**src/rtl/number_literal_parser_core_assert.svh**
```systemverilog
// ----------------------------------------------------------------------------
// number_literal_parser_core_assert.svh
// Assertion macros shared by the number literal parser RTL.
// ----------------------------------------------------------------------------
`ifndef NUMBER_LITERAL_PARSER_CORE_ASSERT_SVH
`define NUMBER_LITERAL_PARSER_CORE_ASSERT_SVH

// Same-cycle implication, disabled while reset is active
`define NLP_ASSERT_IMPLY(label, clk, rst_n, ante, cons, msg) \
    label: assert property (@(posedge clk) disable iff (!(rst_n)) (ante) |-> (cons)) \
        else $error(msg);

// Next-cycle implication, disabled while reset is active
`define NLP_ASSERT_NEXT(label, clk, rst_n, ante, cons, msg) \
    label: assert property (@(posedge clk) disable iff (!(rst_n)) (ante) |=> (cons)) \
        else $error(msg);

`endif

```
**src/rtl/nlp_pkg.sv**
```systemverilog
// ----------------------------------------------------------------------------
// nlp_pkg
// Types and constants of the number literal parser.
// ----------------------------------------------------------------------------
package nlp_pkg;

    localparam int unsigned ValueW = 32;

    // Marker returned when a hex literal does not fit in 32 bits
    localparam logic [ValueW-1:0] OvfMarker = 32'hDEAD_0CF1;

    // Character codes
    localparam logic [7:0] ChZero  = 8'h30;  // '0'
    localparam logic [7:0] ChNine  = 8'h39;  // '9'
    localparam logic [7:0] ChUnder = 8'h5F;  // '_'
    localparam logic [7:0] ChApos  = 8'h27;  // apostrophe
    localparam logic [7:0] ChLowX  = 8'h78;  // 'x'
    localparam logic [7:0] ChUpX   = 8'h58;  // 'X'
    localparam logic [7:0] ChLowB  = 8'h62;  // 'b'
    localparam logic [7:0] ChUpB   = 8'h42;  // 'B'
    localparam logic [7:0] ChLowA  = 8'h61;  // 'a'
    localparam logic [7:0] ChLowF  = 8'h66;  // 'f'
    localparam logic [7:0] ChUpA   = 8'h41;  // 'A'
    localparam logic [7:0] ChUpF   = 8'h46;  // 'F'
    localparam logic [7:0] HexSkipBelow = 8'd20;

    // Letter digits sit this far above their low nibble
    localparam logic [3:0] HexLetterOfs = 4'd9;

    // Radix codes as reported on the result channel
    typedef enum logic [1:0] {
        RADIX_DEC = 2'd0,
        RADIX_OCT = 2'd1,
        RADIX_HEX = 2'd2,
        RADIX_BIN = 2'd3
    } t_radix;

    // Parse phase, one-hot
    typedef enum logic [4:0] {
        PH_START   = 5'b00001,
        PH_ZERO    = 5'b00010,
        PH_DIGITS  = 5'b00100,
        PH_STOPPED = 5'b01000,
        PH_OVF     = 5'b10000
    } t_phase;

    typedef struct packed {
        t_phase            phase;
        t_radix            radix;
        logic [ValueW-1:0] acc;
    } t_parse_state;

    localparam t_parse_state ParseIdle = '{phase: PH_START, radix: RADIX_DEC, acc: '0};

endpackage

```
**src/rtl/nlp_in_if.sv**
```systemverilog
// ----------------------------------------------------------------------------
// nlp_in_if
// Character channel: one byte of the literal per transfer.
// ----------------------------------------------------------------------------
interface nlp_in_if;
    logic       valid;
    logic       ready;
    logic [7:0] ch;
    logic       last;

    modport source (output valid, output ch, output last, input ready);
    modport sink   (input valid, input ch, input last, output ready);
endinterface

```
**src/rtl/nlp_out_if.sv**
```systemverilog
// ----------------------------------------------------------------------------
// nlp_out_if
// Result channel: one parsed literal per transfer.
// ----------------------------------------------------------------------------
interface nlp_out_if;
    logic                        valid;
    logic                        ready;
    logic [nlp_pkg::ValueW-1:0]  value;
    logic [1:0]                  radix_code;
    logic                        stopped_early;
    logic                        overflow;

    modport source (output valid, output value, output radix_code,
                    output stopped_early, output overflow, input ready);
    modport sink   (input valid, input value, input radix_code,
                    input stopped_early, input overflow, output ready);
endinterface

```
**src/rtl/nlp_digit_step.sv**
```systemverilog
// ----------------------------------------------------------------------------
// nlp_digit_step
// Next parse state for one character: prefix decode and digit accumulate.
// ----------------------------------------------------------------------------
module nlp_digit_step (
    input  nlp_pkg::t_parse_state i_state,
    input  logic [7:0]            i_ch,
    output nlp_pkg::t_parse_state o_state
);

    nlp_pkg::t_radix              w_radix;
    nlp_pkg::t_phase              w_dig_phase;
    logic [nlp_pkg::ValueW-1:0]   w_dig_acc;
    logic [7:0]                   w_num;
    logic [3:0]                   w_hex_nib;
    logic                         w_hex_ok;
    logic                         w_sep;

    // Radix used by the digit path: the first character counts as decimal,
    // the one after a leading zero as octal
    always_comb begin
        case (i_state.phase)
            nlp_pkg::PH_START: w_radix = nlp_pkg::RADIX_DEC;
            nlp_pkg::PH_ZERO:  w_radix = nlp_pkg::RADIX_OCT;
            default:           w_radix = i_state.radix;
        endcase
    end

    assign w_sep = (i_ch == nlp_pkg::ChUnder) || (i_ch == nlp_pkg::ChApos);
    assign w_num = i_ch - nlp_pkg::ChZero;

    // Decode a hex digit
    always_comb begin
        w_hex_ok  = 1'b1;
        w_hex_nib = i_ch[3:0];
        if (i_ch inside {[nlp_pkg::ChZero:nlp_pkg::ChNine]}) begin
            w_hex_nib = i_ch[3:0];
        end else if (i_ch inside {[nlp_pkg::ChLowA:nlp_pkg::ChLowF],
                                  [nlp_pkg::ChUpA:nlp_pkg::ChUpF]}) begin
            w_hex_nib = i_ch[3:0] + nlp_pkg::HexLetterOfs;
        end else begin
            w_hex_ok = 1'b0;
        end
    end

    // Accumulate a digit or skip a separator; stop on a bad digit or overflow
    always_comb begin
        w_dig_phase = nlp_pkg::PH_DIGITS;
        w_dig_acc   = i_state.acc;
        if (!w_sep) begin
            case (w_radix)
                nlp_pkg::RADIX_HEX: begin
                    if (i_ch >= nlp_pkg::HexSkipBelow) begin
                        if (!w_hex_ok) begin
                            w_dig_phase = nlp_pkg::PH_STOPPED;
                        end else if (i_state.acc[31:28] != 4'd0) begin
                            w_dig_phase = nlp_pkg::PH_OVF;
                        end else begin
                            w_dig_acc = {i_state.acc[27:0], w_hex_nib};
                        end
                    end
                end
                nlp_pkg::RADIX_BIN: begin
                    if (w_num > 8'd1) begin
                        w_dig_phase = nlp_pkg::PH_STOPPED;
                    end else begin
                        w_dig_acc = {i_state.acc[30:0], w_num[0]};
                    end
                end
                nlp_pkg::RADIX_OCT: begin
                    if (w_num > 8'd7) begin
                        w_dig_phase = nlp_pkg::PH_STOPPED;
                    end else begin
                        w_dig_acc = {i_state.acc[28:0], w_num[2:0]};
                    end
                end
                default: begin
                    if (w_num > 8'd9) begin
                        w_dig_phase = nlp_pkg::PH_STOPPED;
                    end else begin
                        w_dig_acc = {i_state.acc[28:0], 3'd0}
                                  + {i_state.acc[30:0], 1'b0}
                                  + {24'd0, w_num};
                    end
                end
            endcase
        end
    end

    // Advance the parse phase
    always_comb begin
        o_state = i_state;
        case (i_state.phase)
            nlp_pkg::PH_START: begin
                if (i_ch == nlp_pkg::ChZero) begin
                    o_state.phase = nlp_pkg::PH_ZERO;
                    o_state.radix = nlp_pkg::RADIX_OCT;
                end else begin
                    o_state.radix = nlp_pkg::RADIX_DEC;
                    o_state.phase = w_dig_phase;
                    o_state.acc   = w_dig_acc;
                end
            end
            nlp_pkg::PH_ZERO: begin
                o_state.phase = nlp_pkg::PH_DIGITS;
                if ((i_ch == nlp_pkg::ChLowX) || (i_ch == nlp_pkg::ChUpX)) begin
                    o_state.radix = nlp_pkg::RADIX_HEX;
                end else if ((i_ch == nlp_pkg::ChLowB) || (i_ch == nlp_pkg::ChUpB)) begin
                    o_state.radix = nlp_pkg::RADIX_BIN;
                end else begin
                    o_state.radix = nlp_pkg::RADIX_OCT;
                    o_state.phase = w_dig_phase;
                    o_state.acc   = w_dig_acc;
                end
            end
            nlp_pkg::PH_DIGITS: begin
                o_state.phase = w_dig_phase;
                o_state.acc   = w_dig_acc;
            end
            default: begin
                // Stopped or overflowed: ignore the rest of the string
                o_state = i_state;
            end
        endcase
    end

endmodule

```
**src/rtl/number_literal_parser_core.sv**
```systemverilog
// ----------------------------------------------------------------------------
// number_literal_parser_core
// Parses an unsigned 32-bit C-style integer literal, one character a cycle.
// ----------------------------------------------------------------------------
// Usage:
//   i_char carries one byte of the literal per transfer; last marks the final
//   byte. After the final byte, o_res presents one result: the value (or the
//   hex overflow marker), the radix, and the stopped/overflow flags. The parse
//   state then returns to its start for the next literal.
// Throughput: one character per cycle, string after string, unless stalled.
// Path: a character is held in an input register, and the digit step works on
//   it there; the result register loads from the digit step as the final byte
//   leaves the input register, unless an earlier result still waits in the
//   output register.
// Reset: synchronous, active low; clears both valid flags and the parse state.
// Stall: while a result waits on o_res, characters that are not final keep
//   flowing; a final character waits in the input register until the output
//   register frees, and i_char.ready drops while that final character waits.
// ----------------------------------------------------------------------------
module number_literal_parser_core (
    input  logic             i_clk,
    input  logic             i_rst_n,
    nlp_in_if.sink           i_char,
    nlp_out_if.source        o_res
);

    // Input stage
    logic                        r_in_valid;
    logic [7:0]                  r_in_ch;
    logic                        r_in_last;

    // Parse state
    nlp_pkg::t_parse_state       r_state;
    nlp_pkg::t_parse_state       n_state;

    // Result stage
    logic                        r_out_valid;
    logic [nlp_pkg::ValueW-1:0]  r_out_value;
    logic [1:0]                  r_out_radix;
    logic                        r_out_stopped;
    logic                        r_out_ovf;

    logic                        w_out_free;
    logic                        w_proc_fire;

    nlp_digit_step u_step (
        .i_state (r_state),
        .i_ch    (r_in_ch),
        .o_state (n_state)
    );

    // Handshake
    assign w_out_free   = !r_out_valid || o_res.ready;
    assign w_proc_fire  = r_in_valid && (!r_in_last || w_out_free);
    assign i_char.ready = !r_in_valid || w_proc_fire;

    // Input register control
    always_ff @(posedge i_clk) begin
        if (!i_rst_n) begin
            r_in_valid <= 1'b0;
        end else if (i_char.valid && i_char.ready) begin
            r_in_valid <= 1'b1;
        end else if (w_proc_fire) begin
            r_in_valid <= 1'b0;
        end
    end

    // Input register payload
    always_ff @(posedge i_clk) begin
        if (i_char.valid && i_char.ready) begin
            r_in_ch   <= i_char.ch;
            r_in_last <= i_char.last;
        end
    end

    // Update parse state; drop back to start after the final character
    always_ff @(posedge i_clk) begin
        if (!i_rst_n) begin
            r_state <= nlp_pkg::ParseIdle;
        end else if (w_proc_fire) begin
            r_state <= r_in_last ? nlp_pkg::ParseIdle : n_state;
        end
    end

    // Result register control
    always_ff @(posedge i_clk) begin
        if (!i_rst_n) begin
            r_out_valid <= 1'b0;
        end else if (w_proc_fire && r_in_last) begin
            r_out_valid <= 1'b1;
        end else if (o_res.ready) begin
            r_out_valid <= 1'b0;
        end
    end

    // Result register payload
    always_ff @(posedge i_clk) begin
        if (w_proc_fire && r_in_last) begin
            r_out_value   <= (n_state.phase == nlp_pkg::PH_OVF) ? nlp_pkg::OvfMarker
                                                                : n_state.acc;
            r_out_radix   <= n_state.radix;
            r_out_stopped <= (n_state.phase == nlp_pkg::PH_STOPPED);
            r_out_ovf     <= (n_state.phase == nlp_pkg::PH_OVF);
        end
    end

    assign o_res.valid         = r_out_valid;
    assign o_res.value         = r_out_value;
    assign o_res.radix_code    = r_out_radix;
    assign o_res.stopped_early = r_out_stopped;
    assign o_res.overflow      = r_out_ovf;

    // Checks
`include "number_literal_parser_core_assert.svh"

    `NLP_ASSERT_IMPLY(a_ovf_marker, i_clk, i_rst_n, r_out_valid && r_out_ovf,
        r_out_value == nlp_pkg::OvfMarker, "overflow result without marker value")
    `NLP_ASSERT_IMPLY(a_ovf_is_hex, i_clk, i_rst_n, r_out_valid && r_out_ovf,
        r_out_radix == nlp_pkg::RADIX_HEX, "overflow outside hex radix")
    `NLP_ASSERT_IMPLY(a_flags_excl, i_clk, i_rst_n, r_out_valid,
        !(r_out_stopped && r_out_ovf), "stopped and overflow both set")
    `NLP_ASSERT_NEXT(a_restart, i_clk, i_rst_n, w_proc_fire && r_in_last,
        (r_state.phase == nlp_pkg::PH_START) && (r_state.acc == '0),
        "parse state not cleared after final character")

endmodule
```
**src/flat_wrapper.sv**
```systemverilog
// flat-port wrapper written by rule: the top's interface ports become plain ports
module number_literal_parser_core_flat 
  (i_clk, i_rst_n, i_char_valid, i_char_ch, i_char_last, i_char_ready, o_res_valid, o_res_value, o_res_radix_code, o_res_stopped_early, o_res_overflow, o_res_ready);
  nlp_in_if i_char_i ();
  nlp_out_if o_res_i ();
  input  logic i_clk;
  input  logic i_rst_n;
  input wire logic [$bits(i_char_i.valid)-1:0] i_char_valid;
  input wire logic [$bits(i_char_i.ch)-1:0] i_char_ch;
  input wire logic [$bits(i_char_i.last)-1:0] i_char_last;
  output wire logic [$bits(i_char_i.ready)-1:0] i_char_ready;
  output wire logic [$bits(o_res_i.valid)-1:0] o_res_valid;
  output wire logic [$bits(o_res_i.value)-1:0] o_res_value;
  output wire logic [$bits(o_res_i.radix_code)-1:0] o_res_radix_code;
  output wire logic [$bits(o_res_i.stopped_early)-1:0] o_res_stopped_early;
  output wire logic [$bits(o_res_i.overflow)-1:0] o_res_overflow;
  input wire logic [$bits(o_res_i.ready)-1:0] o_res_ready;
  assign i_char_i.valid = i_char_valid;
  assign i_char_i.ch = i_char_ch;
  assign i_char_i.last = i_char_last;
  assign i_char_ready = i_char_i.ready;
  assign o_res_valid = o_res_i.valid;
  assign o_res_value = o_res_i.value;
  assign o_res_radix_code = o_res_i.radix_code;
  assign o_res_stopped_early = o_res_i.stopped_early;
  assign o_res_overflow = o_res_i.overflow;
  assign o_res_i.ready = o_res_ready;
  number_literal_parser_core u_core (.i_clk(i_clk), .i_rst_n(i_rst_n), .i_char(i_char_i), .o_res(o_res_i));
endmodule
```
**config.mk**
```make
export PLATFORM = sky130hd
export DESIGN_NAME = number_literal_parser_core_flat
export DESIGN_NICKNAME = d
export VERILOG_FILES = /design/src/rtl/nlp_pkg.sv /design/src/rtl/nlp_in_if.sv /design/src/rtl/nlp_out_if.sv /design/src/rtl/nlp_digit_step.sv /design/src/rtl/number_literal_parser_core.sv /design/src/flat_wrapper.sv
export VERILOG_INCLUDE_DIRS = /design/src /design/src/rtl
export SDC_FILE = /design/constraint.sdc
export NUM_CORES = 1
export LEC_CHECK = 0
export ABC_AREA = 1
export BUFFER_PORTS_ARGS = -buffer_cell sky130_fd_sc_hd__buf_2
export CORE_MARGIN = 3
export CORE_UTILIZATION = 40
export DETAILED_ROUTE_END_ITERATION = 6
export PLACE_DENSITY_LB_ADDON = 0.2
export SYNTH_ARGS = -nofsm -noshare
export SYNTH_HDL_FRONTEND = slang
export SYNTH_SLANG_ARGS = --single-unit
```
**constraint.sdc**
```tcl
create_clock -name i_clk -period 3.7 [get_ports i_clk]
set_input_delay 0 -clock i_clk [delete_from_list [all_inputs] [get_ports i_clk]]
set_output_delay 0 -clock i_clk [all_outputs]
set_load 0.03 [all_outputs]
```
* Word level (Yosys, flattened, before mapping)
Index checks and enable logic that the tools add are counted.
** Storage, ports and cells
- Bits of input ports :: 13
- Output and inout port bits :: 38
- Register bits :: 86
- Logic and storage cells :: 96
** Operators by class
- Multiplexer cells :: 37
- Equal/unequal tests :: 15
- Magnitude comparators :: 10
- Reduce and logical (&&, ||, !) cells :: 19
- $add $sub $neg :: 4
** Operator list (number)
- 32-bit two-way mux :: 10
- 32-bit one-hot mux with 3 select lines :: 2
- 8-bit by 7-bit == test with 1-bit output (second input constant) :: 5
- 39-bit two-way mux :: 1
- 32-bit adder :: 1
- 32-bit by 8-bit adder with 32-bit output :: 1
- 5-bit two-way mux :: 6
- 5-bit one-hot mux with 3 select lines :: 2
- 4-bit two-way mux :: 5
- 8-bit by 6-bit == test with 1-bit output (second input constant) :: 2
- 8-bit by 7-bit greater-or-equal comparator with 1-bit output (second input constant) :: 2
- 8-bit by 7-bit <= comparator with 1-bit output (second input constant) :: 2
- 8-bit by 5-bit greater-or-equal comparator with 1-bit output (second input constant) :: 1
- 8-bit by 6-bit greater-or-equal comparator with 1-bit output (second input constant) :: 1
- 8-bit by 1-bit > comparator with 1-bit output (second input constant) :: 1
- 8-bit by 3-bit > comparator with 1-bit output (second input constant) :: 1
- 8-bit by 4-bit > comparator with 1-bit output (second input constant) :: 1
- 8-bit by 6-bit <= comparator with 1-bit output (second input constant) :: 1
- 2-bit one-hot mux with 2 select lines :: 2
- 8-bit by 6-bit subtractor with 8-bit output (second input constant) :: 1
- 7-bit two-way mux :: 1
- 1-bit logical AND :: 6
- 1-bit logical OR :: 6
- 1-bit two-way mux :: 6
- 12 further kinds :: 18

* Longest topological paths before layout
Gate-level depths: netlist of the first run.
- Depth after elaboration :: 14
- Depth in mapped cells :: 24
- Gate-level depth less buffers :: 24

* Modules after synthesis
A second synthesis of the first run with hierarchy kept.
** Second synthesis, totals
- Cell total of the unflattened synthesis :: 1350
- Area, all modules :: 8408.1 µm²
** Modules (own cells, without submodules)
- nlp_digit_step :: times used 1, cells an instance 1045, sequential area each 0.0 µm², area each 5300.1 µm²
- number_literal_parser_core :: times used 1, cells an instance 305, sequential area each 2172.1 µm², area each 3108.0 µm²

* Worst setup path before layout of the first run
OpenSTA, ideal clock, no wires.
- Path type :: register to register
- Start point :: register u_core.r_in_ch[4]
- End point :: register u_core.r_out_value, in the netlist u_core.o_res.value[22], data pin
- Arrival :: 2855 ps
- Path buffers :: 0
- Data required time :: 3451 ps
- Setup slack :: 596 ps
- Period minus slack after synthesis :: 3104 ps
- Stages on the path, launching flop included :: 21
- Library setup time :: 249 ps
- Cells stage by stage :: edfxtp_1 ha_1 nand2_2 nand2_2 fa_1 inv_1 ha_1 nand2_1 inv_1 nand4_1 nand2_1 nand2_1 nand2_1 a21oi_1 or2_2 nand3_1 nand3_1 nand2_1 nand2_1 nand2_1 inv_1
** On the way
- Cells in the longest elaborated chain, start to end :: 13
- Elaborated cells between the ends (all ways) :: 51
- Those cells by class :: add/sub (2); order compare (10); eq/ne (8); mux (24); reduce/logical (7)
** Ends and longest elaborated chain
- start: declaration :: line number_literal_parser_core.sv:29 : logic [7:0] r_in_ch;
- start signal: assignment :: line number_literal_parser_core.sv:71 : r_in_ch <= i_char.ch;
- branches (longest 13 deep; another with 32-bit by 8-bit adder with 32-bit output)
- end signal: assignment :: line number_literal_parser_core.sv:99 : r_out_value <= (n_state.phase == nlp_pkg::PH_OVF) ? nlp_pkg::OvfMarker
- end: declaration :: line number_literal_parser_core.sv:38 : logic [nlp_pkg::ValueW-1:0] r_out_value;
Several ways; the timed one is not identified.
A chain may end at the register's enable or synchronous reset.

* Final worst setup path of the first run
- Start point :: register u_core.r_in_ch[4]
- End point :: register u_core.r_out_value, in the netlist u_core.o_res.value[12], data pin
The elaborated chain is that of the path after synthesis.

==> results.yml, run 1 <==
timing:
  maxSlewHeadroom: 0.4823
  tns_ns: 0
  finalWorstSetupSlack_ns: 0.2229
  whs_ns: 0.01464
  skew_ns: 0.009274
  drv_slew: 0
  worst_pin_slew_ns: 0.7707
  setup_violations: 0
  hold_viol: 0
  fin_crit_sh: 0.9397
  grt_setup_unrepaired: "true"
  fmax_mhz: 287.6
  min_period_ns: 3.477
setup_path:
  crit_path_end_kind: "register"
  arrival_ns: 3.59
  crit_fanout: 5
  worstReg2RegStart: "u_core.r_in_ch[4]$_DFFE_PP_"
  worst_r2r_endpoint: "u_core.o_res.value[12]$_SDFFCE_PP0P_"
  startpoint_type: "register"
  worstPathRequired_ns: 3.82
  reg2reg_slack_ns: 0.22
  ff2ff_path_depth: 21
  crit_type: "reg2reg"
power:
  switching_share: 0.2957
  power_leakage_nw: 4.595
  total_power_mw: 2.228
  p_sw_mw: 0.6590
  internal_power_mw: 1.569
  seq_power_share: 0.465
  ir_drop_v: 0.0002333
  p_clk_frac: 0.399
  pwr-share-comb: 0.136
  powerDensity_nw_per_um2: 239.7
clock_network:
  cts_tree: "yes"
  cts.sinks: 86
  cts_made_buffers: 9
  insertion_delay_ns: 0.36
  clockBufferDepth: 2
  cts-root-buf: "clkbuf_16"
  cts_max_level: 3
  clk_pin_slew_worst_paths_ns: 0.07
yosys:
  syn_area_um2: 8332
  ys_top_cells_by_area: "nand2_1 21%, edfxtp_1 16%, dfxtp_1 9.9%, ha_1 9.6%, inv_1 6.6%"
  synth_most_common_cell: "nand2_1"
  ys_types: 47
  async_flop_share: 0
  synth_warnings: 0
  synthCells: 1306
  synth-main-ff-cell: "edfxtp_1"
  synth_seq_area_share: 0.2607
  yosys.area.top_type_share: 0.2081
  yosys-top-cells-count: "462 x nand2_1, 147 x inv_1, 107 x nand3_1"
  yosys.area.top_type: "nand2_1"
  ys_seq_elements: 86
  synth_nets: 1389
  synth_edf_count: 45
  postSynthAreaPerCell_um2: 6.380
place:
  io_buffers: 50
  gp_congestion: 0.9425
  place_worst_setup_slack_ns: 0.1609
  dp.cells: 1613
  hpwlAfterDp_mm: 20.57
  dpl-instance-area_um2: 8877
cells_and_area:
  fillCellCount: 2185
  drive_above_1_share: 0.1092
  area_delta_synth_final_pct: 11.58
  stdcell_area_um2: 9296
  multi_input_area_um2: 5340
  fin_util: 0.4565
  diodes: 0
  final_cells: 1643
  final_nets: 1451
  regArea_um2: 2172
min_path:
  hp-class: "in2reg"
  holdPathStages: 4
  min_to: "u_core.o_res.valid$_SDFFE_PN0P_"
  min-delay-start: "o_res_ready"
floorplan:
  row_count: 52
  die_x_um: 150.3
  initial_core_util: 0.4091
  coreArea_um2: 20360
  dieHeight_um: 150.3
  die-area_um2: 22600
  num_io_pins: 51
global_routing:
  grt_max_degree: 38
  grt_pass1_vias: 7929
  grt_pass1_wl_mm: 42.31
  gr-total-overflow: 0
  grt_usage: 0.2386
  antenna_found_initial: 0
detailed_routing:
  wl_per_cell_um: 16.27
  wl_mm: 26.74
  vias_per_cell: 5.259
  antenna_left: 0
  firstDrtPassIters: 6
  num_vias: 8640
  drc: 0
  first_iter_violations: 764
run_status:
  status: "finished clean"
job:
  cap_violations: 0
## placed cells by master (no fill, tap or decap), drive strengths merged, types with 2 or more instances in the layout
cell type and instances:
nand2 475, inv 163, nand3 121, nor2 118, a21oi 96, buf 75
o21ai 67, ha 64, edfxtp 45, dfxtp 41, nand4 15, dlygate4sd3 12
nor3 11, nand3b 10, clkbuf 9, xnor2 7, o22ai 7, fa 6
o211ai 5, xor2 5, clkinv 4, o21a 3, and2 2, a22oi 2
o21bai 2, nor4 2, or2 2
## flip-flops by register name, summed over array words and instances (netlist names)
signal / cells
u_core.o_res.overflow: 1
u_core.o_res.radix_code: 2
u_core.o_res.stopped_early: 1
u_core.o_res.valid: 1
u_core.o_res.value: 32
u_core.r_in_ch: 8
u_core.r_in_last: 1
u_core.r_in_valid: 1
u_core.r_state: 39
## logic make-up (layout without fill, tap and decap cells)
family	after synthesis	after routing	share of synthesized area
simple gates	757	757	0.3993
compound gates	184	184	0.1180
buf+inv	197	264	0.09881
xor+xnor	12	12	0.01261
fa+ha+maj	70	70	0.1105
flops	86	86	0.2607
## how the worst max path moves through the flow
stage | startpoint | to | depth (start not counted)
2_1_floorplan | u_core.r_in_ch[4]$_DFFE_PP_ | u_core.o_res.value[22]$_SDFFCE_PP0P_ | 20
3_3_place_gp | u_core.r_in_ch[4]$_DFFE_PP_ | u_core.o_res.value[12]$_SDFFCE_PP0P_ | 21
3_5_place_dp | u_core.r_in_ch[4]$_DFFE_PP_ | u_core.o_res.value[12]$_SDFFCE_PP0P_ | 21
4_1_cts | u_core.r_in_ch[4]$_DFFE_PP_ | u_core.o_res.value[12]$_SDFFCE_PP0P_ | 21
5_1_grt | u_core.r_in_ch[5]$_DFFE_PP_ | u_core.o_res.value[12]$_SDFFCE_PP0P_ | 21
6_report | u_core.r_in_ch[4]$_DFFE_PP_ | u_core.o_res.value[12]$_SDFFCE_PP0P_ | 21
## cell type report
class / instances / area share
clock buffer: 9 / 0.02423
timing repair buffer: 87 / 0.06003
inverter: 161 / 0.06541
clock inverter: 7 / 0.005922
tap: 270 / 0.03634
sequential: 86 / 0.2336
multi-input combinational: 1023 / 0.5744
## worst max-delay path: stages, from the launching register on
cell and delay [ns]:
edfxtp_1 0.44, inv_1 0.12, ha_1 0.31, inv_1 0.05, fa_1 0.47, inv_1 0.04, ha_1 0.32, inv_1 0.10
nand2_1 0.07, and2_1 0.18, nand2_1 0.06, nand2_1 0.14, nand2_1 0.11, nand2_1 0.08, nand2_1 0.09, nand3_1 0.08
a21oi_1 0.21, nand3_1 0.11, nand2_1 0.07, nand2_1 0.07, nand2_1 0.06, inv_1 0.05
## layer usage
metal | up-vias | GRT usage | part of all wire
li1 | 4360 | - | -
met1 | 3931 | 0.3184 | 0.44
met2 | 298 | 0.3954 | 0.47
met3 | 51 | 0.03672 | 0.062
met4 | 0 | 0.07777 | 0.029
met5 | - | 0 | 0
## what timing repair did
action,in CTS,in global routing
hold endpoints to repair,13,0
setup buffers,0,2
hold buffers,12,0
setup endpoints to repair,0,27
resized for setup,0,1
## power groups by stage
stage / combinational, mW / sequential, mW / clock [mW]
6_report: 0.304 / 1.04 / 0.888
3_3_place_gp: 0.289 / 1.06 / 0
5_1_grt: 0.337 / 1.04 / 0.937
2_1_floorplan: 0.188 / 1.07 / 0
4_1_cts: 0.300 / 1.04 / 0.904
3_5_place_dp: 0.288 / 1.06 / 0
Power figures use the tool's default switching activity.
==> inputs of run 2 (changes only) <==
- SKIP_CTS_REPAIR_TIMING: not set -> 1
- clock period: 3.7 -> 3.05 ns (I/O delays scaled with it)
==> run 2 against run 1 <==
  * The flow now finishes with violations (negative setup slack)
  * Power rose by 26%
  * Non-clock buffer count up 84
  * Via count grew 6.1%
  * Core utilization up 6.7 points
  * Sequential cell count did not move
  * Highest routed layer unchanged
==> results.yml, run 2 (synthesized netlist as in run 1, its figures left out) <==
run_status:
  status: "complete, but fails checks"
  violations: "negative setup slack"
cells_and_area:
  final_cell_mix: "405 x nand2_1, 138 x inv_1, 105 x buf_4"
  regMostFlops: "u_core.r_state"
  diodes: 0
  fillCellCount: 2066
  largest_reg_flops: 39
  area_delta_synth_final_pct: 27.89
  final_common_cell: "nand2_1"
  final_nets: 1536
  drive_above_1_share: 0.2606
timing:
  skew_ns: 0.01420
  min_period_ns: 3.146
  maxSlewHeadroom: 0.4298
  fmax_mhz: 317.8
  finalWorstSetupSlack_ns: -0.09626
  fin_crit_sh: 1.032
  whs_ns: 0.008600
  drv_slew: 0
  setup_violations: 25
  grt_setup_unrepaired: "true"
  hold_viol: 0
  worst_pin_slew_ns: 0.8543
floorplan:
  die-area_um2: 22600
  coreArea_um2: 20360
  dieHeight_um: 150.3
  row_count: 52
  num_io_pins: 51
  initial_core_util: 0.4091
  die_x_um: 150.3
setup_path:
  crit_fanout: 5
  worstSetupStartpoint: "u_core.r_in_ch[5]$_DFFE_PP_"
  worstPathRequired_ns: 3.15
  arrival_ns: 3.25
  crit_path_end_kind: "register"
  worstReg2RegStart: "u_core.r_in_ch[5]$_DFFE_PP_"
  startpoint_type: "register"
  crit_type: "reg2reg"
global_routing:
  grt_pass1_vias: 8341
  antenna_found_initial: 0
  grt_usage: 0.2500
  grt_max_degree: 40
  grt_pass1_wl_mm: 44.25
  gr-total-overflow: 0
detailed_routing:
  wl_per_cell_um: 16.89
  wl_mm: 29.19
  drc: 0
  vias_per_cell: 5.307
  num_vias: 9170
  antenna_left: 0
  firstDrtPassIters: 6
  first_iter_violations: 779
power:
  powerDensity_nw_per_um2: 264.2
  ir_drop_v: 0.0002615
  power_leakage_nw: 5.245
  total_power_mw: 2.815
place:
  gp_congestion: 0.9302
  place_worst_setup_slack_ns: -0.1732
  hpwlAfterDp_mm: 21.94
  io_buffers: 50
clock_network:
  cts_tree: "yes"
  cts-root-buf: "clkbuf_16"
  cts.sinks: 86
  clk_pin_slew_worst_paths_ns: 0.07
  cts_made_buffers: 9
  clockBufferDepth: 2
  insertion_delay_ns: 0.35
  cts_max_level: 3
min_path:
  min-delay-start: "o_res_ready"
  hp-class: "in2reg"
job:
  cap_violations: 0
[run 2: cell count changes in the layout (fill, tap and decap cells not counted), moves of 6 or more]
cell	change
nand2_2	+47
nand2_1	-57
nand3_2	+30
ha_4	+7
inv_1	-9
a21oi_1	-20
a21oi_2	+17
ha_1	-7
nand2_4	+10
nor2_1	-6
inv_2	+9
nand3_1	-33
buf_4	+80
[run 2: per-layer routing]
| layer | vias up | GRT usage | part of all wire |
|---|---|---|---|
| met5 | - | 0 | 0 |
| met4 | 0 | 0.08188 | 0.031 |
| met3 | 54 | 0.03432 | 0.060 |
| met2 | 321 | 0.4196 | 0.48 |
| met1 | 4262 | 0.3317 | 0.43 |
| li1 | 4533 | - | - |
[run 2: final timing paths]
kind / depth (start not counted) / end / slack, ns
worst max-delay path: 22 / u_core.o_res.value[14]$_SDFFCE_PP0P_ / -0.1
worst min-delay path: 4 / u_core.r_in_valid$_SDFFE_PN0P_ / 0.009
worst max register to register: 22 / u_core.o_res.value[14]$_SDFFCE_PP0P_ / -0.1
worst min register to register: 2 / u_core.r_state[36]$_SDFFE_PN0P_ / 0.49
[run 2: layout make-up]
| type | instances | area, um2 | area share |
|---|---|---|---|
| inverter | 161 | 608.1 | 0.05707 |
| clock inverter | 6 | 51.30 | 0.004814 |
| tap | 270 | 337.8 | 0.03171 |
| clock buffer | 10 | 239.0 | 0.02243 |
| sequential | 86 | 2172 | 0.2039 |
| multi-input combinational | 1024 | 6016 | 0.5646 |
| timing repair buffer | 171 | 1231 | 0.1155 |
[run 2: per-stage QoR]
stage | instance area, um2 | utilization | TNS (ns) | instances
finish | 10660 | 0.5232 | -0.7850 | 1728
detailed placement | 9523 | 0.4676 | -3.259 | 1692
global placement | 9523 | 0.4676 | -1.530 | 1692
global route | 10660 | 0.5232 | -8.829 | 1728
floorplan | 8347 | - | 0 | 1306
CTS | 9813 | 0.4819 | -4.770 | 1708
[run 2: report_power, final]
part           switching, mW  internal, mW  total, mW  leakage, nW
combinational          0.308         0.153      0.461         4.34
sequential            0.0174          1.24       1.26        0.768
clock                  0.512         0.587       1.10        0.140
total                  0.837          1.98       2.82         5.25
[run 2: critical path, cell delays in order (launching register included)]
cell      delay [ns]
edfxtp_1        0.49
ha_4            0.20
inv_1           0.04
nand2_1         0.07
nand2_2         0.07
fa_1            0.49
inv_2           0.05
ha_4            0.32
nand2_2         0.06
inv_2           0.06
nand4_1         0.09
nand2_2         0.14
nand2_2         0.07
nand2_2         0.09
nand2_2         0.05
nand2_2         0.08
nand2_2         0.06
a21oi_2         0.12
nand3_1         0.10
nand2_1         0.10
nand2_2         0.06
nand2_1         0.07
inv_1           0.04
